File: config.mk
export PLATFORM = sky130hd
export DESIGN_NAME = sbs_search_seq
export DESIGN_NICKNAME = d
export VERILOG_FILES = /design/src/design/sbs_pkg.sv /design/src/design/sbs_search_seq.sv
export SDC_FILE = /design/constraint.sdc
export NUM_CORES = 1
export LEC_CHECK = 0
export BUFFER_PORTS_ARGS = -buffer_cell sky130_fd_sc_hd__clkbuf_2
export CAP_MARGIN = 40
export CELL_PAD_IN_SITES_DETAIL_PLACEMENT = 1
export CELL_PAD_IN_SITES_GLOBAL_PLACEMENT = 1
export CORE_MARGIN = 1.5
export CORE_UTILIZATION = 37
export DETAILED_ROUTE_END_ITERATION = 6
export PLACE_DENSITY = 0.72
export SLEW_MARGIN = 30
export SYNTH_ARGS = -nofsm -noshare
export SYNTH_HDL_FRONTEND = slang
export SYNTH_SLANG_ARGS = --single-unit
File: constraint.sdc
create_clock -name clk -period 2.8 [get_ports clk]
set_input_delay 0.28 -clock clk [delete_from_list [all_inputs] [get_ports clk]]
set_output_delay 0.28 -clock clk [all_outputs]
set_load 0.01 [all_outputs]
File: src/design/sbs_pkg.sv
// Shared types and constants for the sorted table binary search unit.
// Operation and status codes, search sequencer states, result bundle.
// No dependencies.
package sbs_pkg;

	// Fixed field widths of the item and result beats
	localparam int unsigned OP_BITS     = 2;
	localparam int unsigned VALUE_BITS  = 32;
	localparam int unsigned STATUS_BITS = 3;
	localparam int unsigned POS_BITS    = 10;

	typedef enum logic [OP_BITS-1:0] {
		OP_CLEAR  = 2'd0,
		OP_APPEND = 2'd1,
		OP_SEARCH = 2'd2
	} op_t;

	typedef enum logic [STATUS_BITS-1:0] {
		ST_OK        = 3'd0,
		ST_FOUND     = 3'd1,
		ST_NOT_FOUND = 3'd2,
		ST_FULL      = 3'd3,
		ST_ORDER     = 3'd4
	} status_t;

	typedef enum logic [1:0] {
		SRCH_IDLE,
		SRCH_PROBE,
		SRCH_CMP,
		SRCH_HOLD
	} srch_state_t;

	// Finished search result handed to the output register
	typedef struct packed {
		logic                valid;
		status_t             status;
		logic [POS_BITS-1:0] position;
	} sbs_result_t;

endpackage

File: src/design/sbs_search_seq.sv
// Binary search sequencer: keeps the live range, issues one probe address,
// compares the returned word with the key. Depends on sbs_pkg.
module sbs_search_seq
	import sbs_pkg::*;
#(
	parameter int unsigned DEPTH     = 1024,
	parameter int unsigned WORD_BITS = 32,
	localparam int unsigned IDX_BITS = $clog2(DEPTH),
	localparam int unsigned CNT_BITS = $clog2(DEPTH + 1)
) (
	input  logic                        clk,
	input  logic                        arst_n,
	input  logic                        start,
	input  logic signed [WORD_BITS-1:0] key,
	input  logic [CNT_BITS-1:0]         count,
	output logic                        busy,
	output logic                        rd_en,
	output logic [IDX_BITS-1:0]         rd_addr,
	input  logic signed [WORD_BITS-1:0] rd_data,
	output sbs_result_t                 result,
	input  logic                        take
);

	srch_state_t state_q, state_d;

	logic [CNT_BITS-1:0]         lo_q;
	logic [CNT_BITS-1:0]         hi_q;   // exclusive upper bound
	logic [IDX_BITS-1:0]         mid_q;
	logic signed [WORD_BITS-1:0] key_q;
	logic                        found_q;

	logic [CNT_BITS:0]   mid_sum;
	logic [IDX_BITS-1:0] mid_w;
	logic                empty_w;
	logic                hit_w;

	// midpoint: floor((lo + hi_incl) / 2), never above DEPTH-1
	assign mid_sum = {1'b0, lo_q} + {1'b0, hi_q} - {{CNT_BITS{1'b0}}, 1'b1};
	assign mid_w   = IDX_BITS'(mid_sum >> 1);
	assign empty_w = (lo_q >= hi_q);
	assign hit_w   = (rd_data == key_q);

	// state register
	always_ff @(posedge clk or negedge arst_n) begin
		if (!arst_n) begin
			state_q <= SRCH_IDLE;
		end else begin
			state_q <= state_d;
		end
	end

	// next state and memory read request
	always_comb begin
		state_d = state_q;
		rd_en   = 1'b0;
		unique case (state_q)
			SRCH_IDLE: begin
				if (start) begin
					state_d = SRCH_PROBE;
				end
			end
			SRCH_PROBE: begin
				if (empty_w) begin
					state_d = SRCH_HOLD;
				end else begin
					rd_en   = 1'b1;
					state_d = SRCH_CMP;
				end
			end
			SRCH_CMP: begin
				if (hit_w) begin
					state_d = SRCH_HOLD;
				end else begin
					state_d = SRCH_PROBE;
				end
			end
			SRCH_HOLD: begin
				if (take) begin
					state_d = SRCH_IDLE;
				end
			end
			default: state_d = SRCH_IDLE;
		endcase
	end

	assign rd_addr = mid_w;
	assign busy    = (state_q != SRCH_IDLE);

	// range bookkeeping
	always_ff @(posedge clk) begin
		if (state_q == SRCH_IDLE && start) begin
			lo_q  <= '0;
			hi_q  <= count;
			key_q <= key;
		end
		if (state_q == SRCH_PROBE) begin
			mid_q   <= mid_w;
			found_q <= 1'b0;
		end
		if (state_q == SRCH_CMP) begin
			if (hit_w) begin
				found_q <= 1'b1;
			end else if (rd_data < key_q) begin
				lo_q <= CNT_BITS'(mid_q) + CNT_BITS'(1);
			end else begin
				hi_q <= CNT_BITS'(mid_q);
			end
		end
	end

	// finished result
	always_comb begin
		result.valid    = (state_q == SRCH_HOLD);
		result.status   = found_q ? ST_FOUND : ST_NOT_FOUND;
		result.position = found_q ? POS_BITS'(mid_q) : '0;
	end

endmodule

==> qor.csv <==
metric,value,unit
CP endpoint kind,output pin,
"Clk pin slew, worst setup/hold paths",60,ps
max-slew violations,0,
setup_tns,-597,ps
ranking of synthesized cells by area,"edfxtp_1, ha_1, dfxtp_1",
DR WL met3,716,um
final worst path period share,110,%
DRC violations left,0,
Final WS setup,-293,ps
routed length on met1,5040,um
crit path DAT,2810,ps
number of synthesized register bits,67,
final wirelength,11900,um
sequential fraction of the synthesis area,42.0,%
DR WL/cell,17.1,um
cell family with most CP delay,compound AO/OA/AOI/OAI gates,
total grt overflow,0,
Num CTS Buffers,9,
Hold/Removal Path Class,primary input to flip-flop,
Post-synth top flop,edfxtp_1,
RSZ-0062 raised after global routing,yes,
post-synth cell types,48,
area of the mapped netlist,0.00422,mm^2
Max Fclk,323,MHz
final hold violation count,0,
largest net degree at the start of global routing,21,
Max Cap Violations,0,
CTS sink cnt,67,
# fillers,1249,
hold_ws,116,ps
port bufs,103,
Antenna Nets Post-Route,0,
Synth area leader,edfxtp_1,
vias in the first global route,3731,
yosys warns,0,
"commonest non-fill, non-tap cell in the layout",clkbuf_2,
failing checks,setup timing,
met2 routed WL,5940,um
1st-iter DRT viols,81,
n_diodes,0,
Worst EP required,2520,ps
CTS Root Cell,clkbuf_16,
"commonest cells after routing, fill and taps aside","clkbuf_2, inv_1, ha_1",
Syn Inst Count,413,
clk_lat worst skew,340,ps
Vias,3431,
"critical path, cell by cell",inv_2 > ha_4 > inv_4 > ha_4 > a21o_1 > a21oi_2 > o21bai_2 > a2111oi_4 > buf_4 > o31ai_4 > a21oi_2 > xnor2_1 > buf_2,
CP startpoint kind,flip-flop,
pwr/cell area,1450,mW/mm^2
Total Nets Final,695,
critical path's slowest cell,a2111oi_4,
Starting Density,38.4,%
measured slew at the worst slew-check pin,600,ps
final std cells w/o fill,697,
Via-to-Cell Ratio,4.92,
CTS max path bufs,2,
"Buf+Inv Stages, Crit Path",4,
Final setup violation count,4,
area of the core,0.0110,mm^2
syn avg cell area,10.2,um^2
Leak,2.75,nW
GR Util All Layers,19.9,%
Post-Place Cells,670,
ys async rst share,2.99,%
Synth Net Count,556,
CTS tree,built,
die span in x,110,um
status,"complete, but fails checks",
initial antenna violation count,0,
max_slew headroom,59.9,%
die area,0.0121,mm^2
drt pass-1 iters,7,
Crit Path Class,flip-flop to output pin,
number of H-tree levels,3,
share of the synthesized area in the top cell type,29.9,%
Critical Path Fanout Max,2,
RD Place Congestion,0.859,
Boundary Pins,105,
worst vdd ir,1150,uV
Top Metal Used,met4,
Area Overhead vs Synth,33.7,%
"slowest stage delay, CP",370,ps
Post-synth EDFFs,42,
num rows,38,
first-pass GRT wire length,17900,um
Die Y-Extent,110,um
Layout Skew,6.76,ps
Period minus WS final,3090,ps
layout cells sized above 1,37.7,%
DP HPWL,8770,um
layer usage:
layer | global-route usage [%] | vias up
met5 | 0 | -
met3 | 4.51 | 17
met1 | 22.3 | 1645
met2 | 36.0 | 96
met4 | 8.35 | 0
li1 | - | 1673
kinds of logic (layout without fill, tap and decap cells):
kind of cell	after synthesis	after routing	share of synthesized area, %
flip-flops	67	67	42.0
AND/OR/NAND/NOR	85	85	10.9
other	1	1	0.0889
adder cells (fa/ha/maj)	64	64	19.2
AO/OA/AOI/OAI	67	67	9.70
XOR/XNOR	17	17	3.53
buffers and inverters	91	235	8.54
multiplexers	21	21	6.11
flip-flops by register name, summed over array words and instances, names as in the netlist:
name / count
lo_q: 11
hi_q: 11
mid_q: 10
found_q: 1
state_q: 2
key_q: 32
layout make-up:
| class | instances | area [um^2] | share of cell area (%) |
|---|---|---|---|
| flip-flops and latches | 67 | 1780 | 31.5 |
| clock inverters | 7 | 98.8 | 1.75 |
| inverters | 83 | 317 | 5.61 |
| multi-input cells | 255 | 2270 | 40.3 |
| well taps | 140 | 175 | 3.10 |
| repair buffers | 136 | 776 | 13.8 |
| clock buffers | 9 | 225 | 3.99 |
timing repair:
item	4_1_cts	5_1_grt
resized for setup	21	31
pin swaps	16	16
hold buffers	1	0
endpoints found under the hold margin	2	0
buffers inserted	5	5
endpoints found under the setup margin	6	17
gates cloned	0	0
synthesized netlist by cell type (all sizes together) (3+ instances only):
master,number
nand2,33
buf,4
o21bai,5
and2,12
nand3,8
a31oi,3
edfxtp,42
mux2i,10
a21oi,26
mux2,11
inv,83
ha,63
nor2,11
xnor2,10
a211oi,4
nand4,7
dfxtp,23
o21ai,20
xor2,7
clkbuf,4
worst paths after layout:
path / startpoint / end / slack [ps] / cells past startpoint
setup reg to reg: key_q[31] / hi_q[0] / 110 / 10
setup / recovery: lo_q[2] / rd_addr[9] / -290 / 13
max in group asynchronous: arst_n / state_q[0] / 2400 / 2
hold / removal: key[6] / key_q[6] / 120 / 1
hold reg to reg: lo_q[0] / lo_q[0] / 460 / 2
min in group asynchronous: arst_n / state_q[1] / 300 / 2
metrics by stage:
step                      total power (W)  instance area, um^2  setup WS (ps)  utilization, %
after floorplan                   0.00415                 4220           69.9               -
after global placement            0.00553                 5030           -150            45.8
after detailed placement          0.00568                 5030           -234            45.8
after CTS                         0.00745                 5480           -218            49.9
after global routing              0.00872                 5640           -386            51.4
final                             0.00818                 5640           -293            51.4
power breakdown:
group / switching [W] / leakage [nW] / total, W / internal (W)
registers: 0.000277 / 0.604 / 0.00183 / 0.00155
clock network: 0.000464 / 0.156 / 0.00125 / 0.000786
logic: 0.00262 / 1.99 / 0.00510 / 0.00248
Power figures use the tool's default switching activity.
